`src/design/sssf_pkg.sv`:
```
// Package for the seven-segment scan unit: opcodes, register indexes,
// shared structs and the BCD to segment decoder. No dependencies.
package sssf_pkg;

  localparam int MAX_DIGITS = 8;
  localparam int POS_W      = 3;
  localparam int CNT_W      = 4;
  localparam int SEG_W      = 8;
  localparam int PERIOD_W   = 16;
  localparam int CFG_IDX_W  = 2;
  localparam int CFG_DATA_W = 16;

  typedef enum logic [1:0] {
    OP_CLEAR   = 2'd0,
    OP_WRITE   = 2'd1,
    OP_TOGGLE  = 2'd2,
    OP_REFRESH = 2'd3
  } op_t;

  localparam logic [CFG_IDX_W-1:0] CFG_DIGIT_COUNT  = 2'd0;
  localparam logic [CFG_IDX_W-1:0] CFG_FLASH_FIRST  = 2'd1;
  localparam logic [CFG_IDX_W-1:0] CFG_FLASH_LAST   = 2'd2;
  localparam logic [CFG_IDX_W-1:0] CFG_FLASH_PERIOD = 2'd3;

  localparam logic [SEG_W-1:0] POINT_BIT = 8'h80;

  // image update request from the item stage
  typedef struct packed {
    logic             clear;
    logic             wr;
    logic             toggle;
    logic [POS_W-1:0] pos;
    logic [SEG_W-1:0] shape;
  } img_cmd_t;

  typedef struct packed {
    logic [POS_W-1:0]    first;
    logic [POS_W-1:0]    last;
    logic [PERIOD_W-1:0] period;
  } flash_cfg_t;

  // segments a..g on bits 0..6; anything above 9 is blank
  function automatic logic [SEG_W-1:0] bcd_to_seg(input logic [3:0] bcd);
    logic [SEG_W-1:0] seg;
    case (bcd)
      4'd0:    seg = 8'h3F;
      4'd1:    seg = 8'h06;
      4'd2:    seg = 8'h5B;
      4'd3:    seg = 8'h4F;
      4'd4:    seg = 8'h66;
      4'd5:    seg = 8'h6D;
      4'd6:    seg = 8'h7D;
      4'd7:    seg = 8'h07;
      4'd8:    seg = 8'h7F;
      4'd9:    seg = 8'h6F;
      default: seg = '0;
    endcase
    return seg;
  endfunction

endpackage

```
`src/design/sssf_image_store.sv`:
```
// Per-digit segment image registers with clear, write and point toggle.
// Depends on sssf_pkg.
module sssf_image_store
  import sssf_pkg::*;
(
  input  logic             clk,
  input  logic             rst_n,
  input  img_cmd_t         cmd,
  input  logic [POS_W-1:0] rd_pos,
  output logic [SEG_W-1:0] rd_data
);

  logic [SEG_W-1:0] img_r   [MAX_DIGITS];
  logic [SEG_W-1:0] img_nxt [MAX_DIGITS];

  always_comb begin
    for (int i = 0; i < MAX_DIGITS; i++) begin
      img_nxt[i] = img_r[i];
      if (cmd.clear) begin
        img_nxt[i] = '0;
      end else if (cmd.wr && (cmd.pos == POS_W'(i))) begin
        img_nxt[i] = cmd.shape;
      end else if (cmd.toggle && (cmd.pos == POS_W'(i))) begin
        img_nxt[i] = img_r[i] ^ POINT_BIT;
      end
    end
  end

  always_ff @(posedge clk) begin
    for (int i = 0; i < MAX_DIGITS; i++) begin
      if (!rst_n) begin
        img_r[i] <= '0;
      end else begin
        img_r[i] <= img_nxt[i];
      end
    end
  end

  assign rd_data = img_r[rd_pos];

endmodule

```
`src/design/sssf_scan_ctrl.sv`:
```
// Scan position, flash frame counter and flash blanking decision.
// Depends on sssf_pkg.
module sssf_scan_ctrl
  import sssf_pkg::*;
(
  input  logic             clk,
  input  logic             rst_n,
  input  logic             step,
  input  logic [CNT_W-1:0] count,
  input  flash_cfg_t       flash,
  input  logic             flash_clr,
  output logic [POS_W-1:0] pos_new,
  output logic             blank
);

  logic [POS_W-1:0]    pos_r, pos_nxt;
  logic [PERIOD_W-1:0] fc_r, fc_nxt;
  logic [CNT_W-1:0]    rem;
  logic [CNT_W-1:0]    wrapped;
  logic [PERIOD_W:0]   fc_inc;
  logic [PERIOD_W-1:0] fc_wrap, fc_step;
  logic                flash_on;

  // (pos + 1) mod count; position may sit above a freshly lowered count.
  // rem is 1..8 and count is 1..8, so only counts of 4 or less need more
  // than one subtract; 2 and 4 are masks.
  always_comb begin
    rem = {1'b0, pos_r} + CNT_W'(1);
    case (count)
      4'd1: wrapped = '0;
      4'd2: wrapped = {3'b000, rem[0]};
      4'd3: begin
        if (rem >= CNT_W'(6)) begin
          wrapped = rem - CNT_W'(6);
        end else if (rem >= CNT_W'(3)) begin
          wrapped = rem - CNT_W'(3);
        end else begin
          wrapped = rem;
        end
      end
      4'd4: wrapped = {2'b00, rem[1:0]};
      default: begin
        wrapped = (rem >= count) ? rem - count : rem;
      end
    endcase
  end

  assign pos_new  = wrapped[POS_W-1:0];
  assign flash_on = (flash.period != '0);
  assign fc_inc   = {1'b0, fc_r} + (PERIOD_W+1)'(1);
  // counter stays below period, so one compare does the wrap
  assign fc_wrap  = (fc_inc == {1'b0, flash.period}) ? '0 : fc_inc[PERIOD_W-1:0];
  assign fc_step  = (flash_on && (pos_new == '0)) ? fc_wrap : fc_r;

  assign blank = flash_on && (pos_new >= flash.first) && (pos_new <= flash.last) &&
                 (fc_step > (flash.period >> 1));

  always_comb begin
    pos_nxt = step ? pos_new : pos_r;
    if (flash_clr) begin
      fc_nxt = '0;
    end else if (step) begin
      fc_nxt = fc_step;
    end else begin
      fc_nxt = fc_r;
    end
  end

  always_ff @(posedge clk) begin
    if (!rst_n) begin
      pos_r <= POS_W'(MAX_DIGITS - 1);
      fc_r  <= '0;
    end else begin
      pos_r <= pos_nxt;
      fc_r  <= fc_nxt;
    end
  end

endmodule

```
`src/design/seven_segment_scan_with_flash_unit.sv`:
```
// Top level of the multiplexed seven-segment scanner with flash window.
// Depends on sssf_pkg, sssf_image_store and sssf_scan_ctrl.
//
// Usage:
//   Input channel (in_valid / in_stall) carries one operation per transfer:
//   clear all images, write a BCD digit at a position, toggle the decimal
//   point at a position, or a refresh tick. Only a refresh tick produces a
//   result transfer on the output channel (out_segments, out_digit_select).
//   Config port: cfg_we with cfg_index / cfg_data, single-cycle writes; the
//   user must issue them only while the unit is idle, which the block does
//   not enforce. Writing a flash register clears the flash frame counter.
//   Path: a transferred item is held in the item register; a refresh tick
//   then moves into the output register, which sets out_valid, once the
//   output is not both full and stalled.
//   Throughput: one item per cycle while in_stall is low; every operation
//   passes once through the item register and the image/scan update logic;
//   a refresh tick also passes through the output register.
//   Stall: the output register holds its result while out_stall is high.
//   Non-refresh items keep flowing; a refresh tick waits in the item
//   register, and in_stall rises, only while the output is full and stalled.
//   Reset: synchronous, active low. Images cleared, scan position at the
//   last digit, flash counter zero, config at defaults (8 digits, flashing
//   off). in_stall is held high during reset.
module seven_segment_scan_with_flash_unit
  import sssf_pkg::*;
(
  input  logic                  clk,
  input  logic                  rst_n,
  // input channel
  input  logic                  in_valid,
  output logic                  in_stall,
  input  logic [1:0]            in_operation,
  input  logic [POS_W-1:0]      in_position,
  input  logic [3:0]            in_bcd_value,
  // result channel
  output logic                  out_valid,
  input  logic                  out_stall,
  output logic [SEG_W-1:0]      out_segments,
  output logic [POS_W-1:0]      out_digit_select,
  // config
  input  logic                  cfg_we,
  input  logic [CFG_IDX_W-1:0]  cfg_index,
  input  logic [CFG_DATA_W-1:0] cfg_data
);

  // config registers
  logic [CNT_W-1:0] digit_count_r, digit_count_nxt;
  flash_cfg_t       flash_r, flash_nxt;
  logic             flash_clr;

  // item register
  logic             s1_valid_r, s1_valid_nxt;
  op_t              s1_op_r;
  logic [POS_W-1:0] s1_pos_r;
  logic [3:0]       s1_bcd_r;
  logic             s1_load;

  // output register
  logic             out_valid_r, out_valid_nxt;
  logic [SEG_W-1:0] out_seg_r;
  logic [POS_W-1:0] out_sel_r;
  logic             out_load;

  logic [CNT_W-1:0] used_cnt;
  logic             adv;
  img_cmd_t         img_cmd;
  logic [POS_W-1:0] scan_pos;
  logic             scan_blank;
  logic [SEG_W-1:0] img_data;

  // ---------------- config ----------------
  always_comb begin
    digit_count_nxt = digit_count_r;
    flash_nxt       = flash_r;
    flash_clr       = 1'b0;
    if (cfg_we) begin
      case (cfg_index)
        CFG_DIGIT_COUNT: digit_count_nxt = cfg_data[CNT_W-1:0];
        CFG_FLASH_FIRST: begin
          flash_nxt.first = cfg_data[POS_W-1:0];
          flash_clr       = 1'b1;
        end
        CFG_FLASH_LAST: begin
          flash_nxt.last = cfg_data[POS_W-1:0];
          flash_clr      = 1'b1;
        end
        CFG_FLASH_PERIOD: begin
          flash_nxt.period = cfg_data[PERIOD_W-1:0];
          flash_clr        = 1'b1;
        end
        default: ;
      endcase
    end
  end

  always_ff @(posedge clk) begin
    if (!rst_n) begin
      digit_count_r <= CNT_W'(MAX_DIGITS);
      flash_r       <= '0;
    end else begin
      digit_count_r <= digit_count_nxt;
      flash_r       <= flash_nxt;
    end
  end

  // zero scans as one digit, anything past the display as the full display
  assign used_cnt = (digit_count_r == '0) ? CNT_W'(1) :
                    (digit_count_r > CNT_W'(MAX_DIGITS)) ? CNT_W'(MAX_DIGITS) :
                    digit_count_r;

  // ---------------- item register ----------------
  // refresh needs a free (or draining) output slot; other ops always go
  assign adv      = s1_valid_r &&
                    ((s1_op_r != OP_REFRESH) || !out_valid_r || !out_stall);
  assign in_stall = !rst_n || (s1_valid_r && !adv);
  assign s1_load  = in_valid && !in_stall;

  always_comb begin
    s1_valid_nxt = s1_valid_r;
    if (!in_stall) begin
      s1_valid_nxt = in_valid;
    end
  end

  always_ff @(posedge clk) begin
    if (!rst_n) begin
      s1_valid_r <= 1'b0;
    end else begin
      s1_valid_r <= s1_valid_nxt;
    end
  end

  always_ff @(posedge clk) begin
    if (s1_load) begin
      s1_op_r  <= op_t'(in_operation);
      s1_pos_r <= in_position;
      s1_bcd_r <= in_bcd_value;
    end
  end

  // ---------------- image and scan update ----------------
  always_comb begin
    img_cmd.clear  = adv && (s1_op_r == OP_CLEAR);
    img_cmd.wr     = adv && (s1_op_r == OP_WRITE) && ({1'b0, s1_pos_r} < used_cnt);
    img_cmd.toggle = adv && (s1_op_r == OP_TOGGLE);
    img_cmd.pos    = s1_pos_r;
    img_cmd.shape  = bcd_to_seg(s1_bcd_r);
  end

  assign out_load = adv && (s1_op_r == OP_REFRESH);

  sssf_image_store u_images (
    .clk     (clk),
    .rst_n   (rst_n),
    .cmd     (img_cmd),
    .rd_pos  (scan_pos),
    .rd_data (img_data)
  );

  sssf_scan_ctrl u_scan (
    .clk       (clk),
    .rst_n     (rst_n),
    .step      (out_load),
    .count     (used_cnt),
    .flash     (flash_r),
    .flash_clr (flash_clr),
    .pos_new   (scan_pos),
    .blank     (scan_blank)
  );

  // ---------------- output register ----------------
  assign out_valid_nxt = out_load || (out_valid_r && out_stall);

  always_ff @(posedge clk) begin
    if (!rst_n) begin
      out_valid_r <= 1'b0;
    end else begin
      out_valid_r <= out_valid_nxt;
    end
  end

  always_ff @(posedge clk) begin
    if (out_load) begin
      out_seg_r <= scan_blank ? '0 : img_data;
      out_sel_r <= scan_pos;
    end
  end

  assign out_valid        = out_valid_r;
  assign out_segments     = out_seg_r;
  assign out_digit_select = out_sel_r;

endmodule

```
`config.mk`:
```
export PLATFORM = sky130hd
export DESIGN_NAME = seven_segment_scan_with_flash_unit
export DESIGN_NICKNAME = d
export VERILOG_FILES = /design/src/design/sssf_pkg.sv /design/src/design/sssf_image_store.sv /design/src/design/sssf_scan_ctrl.sv /design/src/design/seven_segment_scan_with_flash_unit.sv
export SDC_FILE = /design/constraint.sdc
export NUM_CORES = 1
export LEC_CHECK = 0
export BUFFER_PORTS_ARGS = -buffer_cell sky130_fd_sc_hd__buf_2
export CORE_MARGIN = 1.5
export CORE_UTILIZATION = 62
export DETAILED_ROUTE_END_ITERATION = 8
export PLACE_DENSITY = 0.81
export SLEW_MARGIN = 25
export SYNTH_ARGS = -nofsm -noshare
export SYNTH_HDL_FRONTEND = slang
export SYNTH_SLANG_ARGS = --single-unit
```
`constraint.sdc`:
```
create_clock -name clk -period 6.6 [get_ports clk]
set_clock_uncertainty 0.05 [all_clocks]
set_input_delay 0.33 -clock clk [delete_from_list [all_inputs] [get_ports clk]]
set_output_delay 0.33 -clock clk [all_outputs]
set_load 0.02 [all_outputs]
```
==> impl_metrics.tcl <==
set metrics [dict create \
    die_height_um 116 \
    fin_tns_setup_ns 0 \
    ir_worst_vdd_mv 0.202 \
    drt-vias-per-instance 6.18 \
    antenna_found_initial 0 \
    wl_per_cell_um 17.7 \
    ctsHoldBuffers 0 \
    vias 7040 \
    maxCapViolations 0 \
    seq_power_share_pct 41.2 \
    htree_levels 4 \
    period_needed_ns 5.78 \
    layout-drive-gt1-share_pct 10.1 \
    cts.sinks 138 \
    yosysTopAreaCell "dfxtp_1" \
    final_cell_mix "118 x dfxtp_1, 109 x nand2_1, 96 x o21ai_0" \
    critPathBufInv 3 \
    cp.required_ns 6.81 \
    period_share_pct 87.6 \
    ys.flop_type "dfxtp_1" \
    syn_inst 948 \
    post-route-drc-count 0 \
    cp_top_family "compound AO/OA/AOI/OAI gates" \
    finalWirelength_mm 20.1 \
    fin_ws_ns 0.820 \
    synthesis.nets 1017 \
    ys_warn_count 0 \
    tritoncts "done" \
    min_path_type "input port to flop" \
    crit_type "flop to flop" \
    clkPwrFrac_pct 45.9 \
    cts_buffer_depth 2 \
    layout.cells.non_filler 1140 \
    ant_nets 0 \
    hpwl_mm 13.6 \
    final_common_cell "dfxtp_1" \
    synth-seq-cells 138 \
    track_usage_pct 31.6 \
    p_sw_share_pct 27.9 \
    switchingPower_uw 607 \
    drv_slew 0 \
    grt_pass1_vias 6679 \
    std_cell_rows 41 \
    clk_transition_reported_paths_ns 0.06 \
    max_freq_ghz 0.173 \
    cp_slowest_stage_delay_ns 0.48 \
    max_slew.worst_pin.slew_ns 0.970 \
    globalRouteOverflowTotal 0 \
    antennaDiodeCount 0 \
    p_int_uw 1570 \
    dp.cells 1108 \
    syn_avg_cell_area_um2 8.32 \
    drtPass1Iterations 5 \
    core-area_mm2 0.0125 \
    nNetsFinal 1024 \
    combinationalPowerShare_pct 12.9 \
    synth_cell_types 64 \
    dieArea_mm2 0.0134 \
    gp_congestion 0.980 \
    cts_root_buffer "clkbuf_16" \
    die_x_um 116 \
    cts_resized 0 \
    first_iter_violations 776 \
    yosysSeqAreaShare_pct 37.6 \
    worstSetupStartpoint "u_scan.pos_r[1]$_SDFFE_PN1P_" \
    initial_core_util_pct 63.0 \
    path_max_fanout 8 \
    fill_cells 1033 \
    power.density_mw_per_mm2 248 \
    startpoint_type "flop" \
    worstPathCellList "inv_1, ha_1, inv_1, fa_1, a21oi_1, o21a_1, mux2i_1, o21ai_1, or2_1, or3_1, nor2_1, buf_4, a22o_1, ha_1, a21o_1, a21o_1, a21oi_1, a21oi_1, o311ai_0, o21ai_1, nor3_1" \
    ys_top_cells_by_area "dfxtp_1 30%, edfxtp_1 7.6%, o21ai_0 6.1%" \
    min-delay-start "in_operation[0]" \
    crit_slowest_cell "fa_1" \
    slew_headroom_pct 35.1 \
    power_leakage_uw 0.00338 \
    reg2reg_from "u_scan.pos_r[1]$_SDFFE_PN1P_" \
    setup_viol 0 \
    port_buffers 44 \
    rsz0062_at_grt "no" \
    cts_setup_buffers 0 \
    hold_viol_final 0 \
    boundaryPins 45 \
    cts_made_buffers 17 \
    grt_pass1_wl_mm 32.8 \
    synth.cell_area_mm2 0.00789 \
    syn_to_final_growth_pct 11.0 \
    grt_start_max_net_pins 72 \
    clock_latency_ns 0.43 \
    cp-end-kind "flop" \
    crit_arrival_ns 5.99 \
    synth-edff-count 20 \
    yosys.area.top_type_share_pct 29.9 \
    cpMostUsedCell "a21oi_1" \
    pre_cts_ws_ns 0.963 \
    run_status "complete, no violations" \
    synthArstFlopShare_pct 0 \
]
[cell type report]
cell class	instances	area (um^2)	share of cell area, %
clock buffer	21	503	5.75
clock inverter	11	116	1.33
inverter	34	128	1.46
multi-input combinational	712	4550	52.0
sequential	138	2960	33.8
tap	172	215	2.46
timing repair buffer	52	280	3.20
[stage by stage]
stage               hold WS, ns  area (um^2)  total power, uW  util (%)
floorplan                 0.374         7890             1110         -
global placement          0.389         8140             1180      65.0
detailed placement        0.398         8140             1190      65.0
CTS                      0.0197         8750             2170      69.9
global route             0.0220         8750             2250      69.9
finish                   0.0236         8750             2170      69.9
[cells in the mapped netlist (5+ instances only)]
library cell and n:
and3_1 10, nand2b_1 9, and2_1 7, a31oi_1 8, ha_1 36, nor2b_1 34, clkbuf_1 35, a22o_1 13
a21o_1 6, buf_2 20, o211ai_1 7, nor4_1 8, xnor2_1 17, nand4_1 12, mux2i_1 32, a21oi_1 47
dfxtp_1 118, xor2_1 5, o21ai_0 96, a211oi_1 24, edfxtp_1 20, nand3_1 64, inv_1 33, a32o_1 11
buf_1 7, o21a_1 9, a21boi_0 20, nor3_1 25, nand2_1 109, or3_1 9, o21ai_1 6, nor2_1 34
[kinds of logic after synthesis]
kind of cell,synth area share [%]
AOI/OAI and AO/OA,22.4
xor gates and xnor gates,2.44
adders and majority gates,5.96
buffers and inverters,5.08
DFF,37.6
muxes,4.06
and+or+nand+nor,22.5
[sequential cells by signal (all words and copies together) (netlist names)]
register          count
s1_valid_r            1
digit_count_r         4
s1_op_r               2
u_images.img_r       64
s1_pos_r              3
u_scan.pos_r          3
out_digit_select      3
flash_r              22
out_valid             1
out_segments          8
u_scan.fc_r          16
s1_bcd_r              4
img_cmd               7
[worst paths after layout]
path	endpoint	slack, ns	depth (start not counted)
setup / recovery	out_segments[5]$_SDFFCE_PP0P_	0.82	21
hold / removal	s1_op_r[0]$_DFFE_PP_	0.02	1
setup reg to reg	out_segments[5]$_SDFFCE_PP0P_	0.82	21
hold reg to reg	u_images.img_r[0][0]$_SDFFE_PP0P_	0.41	2
[metal layers]
layer / vias up / wire length [um] / GRT usage, %
met4: 0 / 517 / 13.7
met3: 48 / 1210 / 6.90
met1: 3287 / 8310 / 36.8
li1: 3465 / - / -
met2: 240 / 10100 / 56.0
met5: - / 0 / 0
[power by group through the flow]
stage / Sequential (uW) / Combinational [uW] / Clock [uW]
2_1_floorplan: 904 / 206 / 0
3_3_place_gp: 911 / 271 / 0
3_5_place_dp: 912 / 277 / 0
4_1_cts: 894 / 279 / 1000
5_1_grt: 896 / 312 / 1040
6_report: 894 / 281 / 998
Note: power is estimated with default switching activity, not from simulation.
